### config.mk
export PLATFORM = sky130hd
export DESIGN_NAME = cgf_ctrl
export DESIGN_NICKNAME = d
export VERILOG_FILES = /design/src/design/cgf_pkg.sv /design/src/design/cgf_ctrl.sv
export SDC_FILE = /design/constraint.sdc
export NUM_CORES = 1
export LEC_CHECK = 0
export BUFFER_PORTS_ARGS = -buffer_cell sky130_fd_sc_hd__buf_2
export CAP_MARGIN = 5
export CORE_AREA = 2 2 39 41
export CTS_CLUSTER_DIAMETER = 80
export CTS_CLUSTER_SIZE = 30
export DETAILED_ROUTE_END_ITERATION = 7
export DIE_AREA = 0 0 41 43
export GPL_TIMING_DRIVEN = 1
export SYNTH_ARGS = -nofsm -noshare
export SYNTH_HDL_FRONTEND = slang
export SYNTH_SLANG_ARGS = --single-unit
### constraint.sdc
create_clock -name clk -period 2.3 [get_ports clk]
set_input_delay 0.115 -clock clk [delete_from_list [all_inputs] [get_ports clk]]
set_output_delay 0.115 -clock clk [all_outputs]
set_load 0.01 [all_outputs]
### src/design/cgf_pkg.sv
// Shared types and constants of the 3x3 grey filter.
package cgf_pkg;

  localparam int PIX_W   = 8;
  localparam int SIZE_W  = 11;
  localparam int WT_W    = 6;
  localparam int TAPS    = 9;
  localparam int KERN_W  = WT_W * TAPS;
  localparam int SCALE_W = 16;
  localparam int SUM_W   = 18;
  localparam int PROD_W  = SUM_W + SCALE_W;
  localparam int TAP_W   = 4;
  localparam int CFG_IDX_W = 2;

  localparam logic [SIZE_W-1:0]  ROW_LENGTH_RST = SIZE_W'(1024);
  localparam logic [SIZE_W-1:0]  FRAME_ROWS_RST = SIZE_W'(1024);
  localparam logic [KERN_W-1:0]  KERNEL_RST     = KERN_W'(64'd290342004330625);
  localparam logic [SCALE_W-1:0] SCALE_RST      = SCALE_W'(4096);

  localparam logic [CFG_IDX_W-1:0] CFG_ROW_LENGTH = 2'd0;
  localparam logic [CFG_IDX_W-1:0] CFG_FRAME_ROWS = 2'd1;
  localparam logic [CFG_IDX_W-1:0] CFG_KERNEL     = 2'd2;
  localparam logic [CFG_IDX_W-1:0] CFG_NORM_SCALE = 2'd3;

  localparam logic [TAP_W-1:0] LAST_TAP = TAP_W'(TAPS - 1);

  typedef struct packed {
    logic accept;
    logic update;
    logic mac_step;
    logic scale;
    logic emit;
  } cgf_cmd_t;

  typedef struct packed {
    logic produce;
    logic last_tap;
    logic out_free;
  } cgf_status_t;

endpackage

### src/design/cgf_ctrl.sv
// Controller state machine that sequences one pixel through the datapath.
module cgf_ctrl
  import cgf_pkg::*;
(
  input  logic        clk,
  input  logic        rst_n,
  input  logic        in_valid,
  output logic        in_ready,
  input  cgf_status_t status,
  output cgf_cmd_t    cmd
);

  typedef enum logic [2:0] {
    S_IDLE,
    S_UPD,
    S_MAC,
    S_SCALE,
    S_EMIT
  } state_t;

  state_t state_r, state_nxt;

  always_comb begin
    state_nxt    = state_r;
    cmd          = '0;
    in_ready     = 1'b0;
    unique case (state_r)
      S_IDLE: begin
        in_ready   = 1'b1;
        cmd.accept = in_valid;
        if (in_valid) begin
          state_nxt = S_UPD;
        end
      end
      S_UPD: begin
        cmd.update = 1'b1;
        state_nxt  = status.produce ? S_MAC : S_IDLE;
      end
      S_MAC: begin
        cmd.mac_step = 1'b1;
        if (status.last_tap) begin
          state_nxt = S_SCALE;
        end
      end
      S_SCALE: begin
        cmd.scale = 1'b1;
        state_nxt = S_EMIT;
      end
      S_EMIT: begin
        cmd.emit = status.out_free;
        if (status.out_free) begin
          state_nxt = S_IDLE;
        end
      end
      default: begin
        state_nxt = S_IDLE;
      end
    endcase
  end

  always_ff @(posedge clk) begin
    if (!rst_n) begin
      state_r <= S_IDLE;
    end else begin
      state_r <= state_nxt;
    end
  end

endmodule

======== Yosys cells after proc, flatten, opt, wreduce, memory -nomap -nowiden ========
Cells that the tools add are included.
word-level totals
  bits in registers ....................... 3
  logic and storage cells ................. 21
operators by class
  equality and inequality tests ........... 7
  muxes and demuxes ....................... 11
  reductions and logical operators ........ 2
operators by type and width
  cell                                                 number
  case mux 3 bit (5 select lines)                      1
  two-way mux 3 bit                                    3
  equality test 3 x 2 -> 1 bit, second input constant  2
  two-way mux 1 bit                                    6
  inequality test 2 bit, second input constant         3
  equality test 3 x 1 -> 1 bit, second input constant  1
  equality test 3 bit, second input constant           1
  logical NOT 3 bit                                    1
  AND reduction 3 bit                                  1
  two-way mux 2 bit                                    1

======== Depth between registers and ports, before layout ========
  word-level depth ........................ 3
  depth in mapped cells ................... 4
  depth with buffers taken out ............ 3

======== Least setup slack after synthesis ========
Ideal clock, no wire load.
  kind .................................... register to output
  start ................................... register state_r[1]
  end ..................................... output port cmd[4] in the netlist's numbering
  arrival ................................. 1008 ps
  setup slack ............................. 1177 ps
  cell stages (with the launch flop) ...... 4
  buffers on the path ..................... 1
  cells stage by stage .................... dfxtp_1 buf_6 nor3_1 and2_1
RTL lines
  item                    RTL line        text
  start, declared         cgf_ctrl.sv:21  state_t state_r, state_nxt;
  start signal, assigned  cgf_ctrl.sv:65  state_r <= state_nxt;
  end, declared           cgf_ctrl.sv:10  output cgf_cmd_t cmd

==> impl_metrics.json <==
{
  "status": "finished clean",
  "synth-seq-cells": 3,
  "rsz0062_at_grt": "no",
  "period_share_pct": 55.0,
  "dr_wl_met3_um": 20,
  "drv_slew": 0,
  "drive_gt1_share_pct": 47.5,
  "ys_types": 20,
  "hold_viol": 0,
  "finClkSkew_ns": 0.000235,
  "cts_tree": "done",
  "gr-total-overflow": 0,
  "slowest_delay_ns": 0.51,
  "wl_met2_um": 220,
  "clock_latency_ns": 0.23,
  "boundaryPins": 12,
  "drt_iter0_markers": 3,
  "seqCellArea_um2": 60.1,
  "hold-worst-slack_ns": 0.134,
  "top_register": "state_r",
  "cts-root-buf": "clkbuf_4",
  "cts_buffers": 3,
  "rows": 14,
  "critical-path-top-delay-family": "flip-flops",
  "clkTransAtPathRegs_ns": 0.04,
  "p_leak_nw": 0.151,
  "drc": 0,
  "grt.total_usage_pct": 5.51,
  "finalCriticalPeriod_ns": 1.27,
  "critPathBufInv": 1,
  "die_area_mm2": 0.00176,
  "cts_max_path_buffers": 2,
  "synth_ff_type": "dfxtp_1",
  "timing.fmax_mhz": 790,
  "multi_input_comb_area_um2": 159,
  "place_ws_ns": 1.18,
  "n_antenna_cell": 0,
  "die_width_um": 41,
  "crit_chain": "nor2_1 -> and2_1 -> buf_2",
  "ctsResizeCount": 0,
  "setup_tns_ns": 0,
  "powerDensity_mw_per_mm2": 667,
  "syn_to_final_growth_pct": 26.7,
  "synth_enable_flop_cells": 0,
  "synthesis.nets": 34,
  "postRouteAntennaNets": 0,
  "slew_headroom_pct": 77.2,
  "cts.sinks": 3,
  "start_kind": "register",
  "synth-seq-area-share_pct": 23.8,
  "async_flop_share_pct": 0,
  "postCtsSetupBuffers": 0,
  "layout_setup_ws_ns": 1.03,
  "core_area_mm2": 0.00138,
  "drv_cap": 0,
  "critPathSlowestCell": "dfxtp_1",
  "cp_max_fo": 10,
  "critical_path_class": "reg -> out",
  "top_layer_used": "met3",
  "die_y_um": 43,
  "worst_slew_pin_slew_ns": 0.341,
  "h-tree-depth": 1,
  "arrival_ns": 1.15,
  "largest_registers": "state_r x3",
  "grt_pass1_vias": 184,
  "dr.pass1.iters": 2,
  "final_net_count": 47,
  "grt_max_degree": 13,
  "syn-cell-area_um2": 253,
  "place.gp.congestion": 0.774,
  "ir_drop_v": 0.000155,
  "cp-end-kind": "output port",
  "setup_viol": 0,
  "grt_pass1_wl_um": 676,
  "largest_reg_flops": 3,
  "start_util_pct": 18.3,
  "vias": 233,
  "required_ns": 2.18,
  "vias_per_cell": 4.16,
  "yosys_warnings": 0,
  "nFillCells": 165,
  "postCtsHoldBufs": 0,
  "syn_inst": 28,
  "m1WireLength_um": 223,
  "wire_per_inst_um": 8.29,
  "syn_area_per_cell_um2": 9.03,
  "antenna_found_initial": 0,
  "io_buffers": 11,
  "final_core_util_pct": 23.1,
  "min_path_type": "in -> reg",
  "wirelength_um": 464
}
[cell type report]
type | instances | area share, %
Timing Repair Buffer | 11 | 17.2
Clock buffer | 4 | 8.20
Tap cell | 16 | 6.25
Sequential cell | 3 | 18.8
Multi-Input combinational cell | 22 | 49.6
[worst register-to-register path: stages, from the launching register on]
cell     delay, ns
dfxtp_1       0.51
mux2i_1       0.23
o21ai_0       0.08
and3_1        0.18
[cells in the mapped netlist, types with 2 or more instances]
master | instances | area share, %
and2_1 | 2 | 4.9
buf_6 | 3 | 13
dfxtp_1 | 3 | 24
nand2_1 | 2 | 3.0
nor3_1 | 2 | 4.0
nor3b_1 | 2 | 5.9
[power by group]
| group | switching, mW | leakage [nW] | internal, mW |
|---|---|---|---|
| Combinational | 0.0224 | 0.111 | 0.0293 |
| Sequential | 0.0140 | 0.0246 | 0.0576 |
| Clock | 0.0255 | 0.0150 | 0.0649 |
| Total | 0.0619 | 0.151 | 0.152 |
[per-stage QoR]
step / total power, mW / instances / instance area (µm²)
floorplan: 0.115 / 28 / 253
global placement: 0.125 / 52 / 294
detailed placement: 0.125 / 52 / 294
CTS: 0.219 / 56 / 320
global route: 0.230 / 56 / 320
finish: 0.214 / 56 / 320
[path summary, 6_finish.rpt]
check / from / endpoint / slack [ns] / cells after the start
worst max-delay path: state_r[0]$_SDFFE_PN0P_ / cmd[2] / 1.03 / 3
worst min register to register: state_r[2]$_SDFFE_PN0P_ / state_r[1]$_SDFFE_PN0P_ / 0.63 / 1
worst max register to register: state_r[2]$_SDFFE_PN0P_ / state_r[0]$_SDFFE_PN0P_ / 1.19 / 3
worst min-delay path: rst_n / state_r[2]$_SDFFE_PN0P_ / 0.13 / 2
[cell families after synthesis]
kind of cell           synth area share, %
buffers and inverters                 13.4
and+or+nand+nor                       47.0
AOI/OAI and AO/OA                     5.94
muxes                                 9.90
DFF                                   23.8
[layout by cell type, fill, tap and decap left out, drive strengths merged]
cell type | synthesis | layout
buf | 3 | 11
clkbuf | 0 | 4
dfxtp | 3 | 3
nor3b | 3 | 3
nand2 | 3 | 3
nor3 | 2 | 2
and2 | 2 | 2
and3b | 1 | 1
nor2 | 1 | 1
nor2b | 1 | 1
nor4b | 1 | 1
nor4 | 1 | 1
nand2b | 1 | 1
nand3 | 1 | 1
o311a | 1 | 1
mux2i | 1 | 1
o21ai | 1 | 1
and3 | 1 | 1
mux2 | 1 | 1
[routing by layer]
layer | global-route usage [%] | vias up
met5 | 0 | -
met4 | 2.00 | 0
met3 | 3.14 | 0
met2 | 6.88 | 5
met1 | 7.67 | 101
li1 | - | 127
Note: power is estimated with default switching activity, not from simulation.
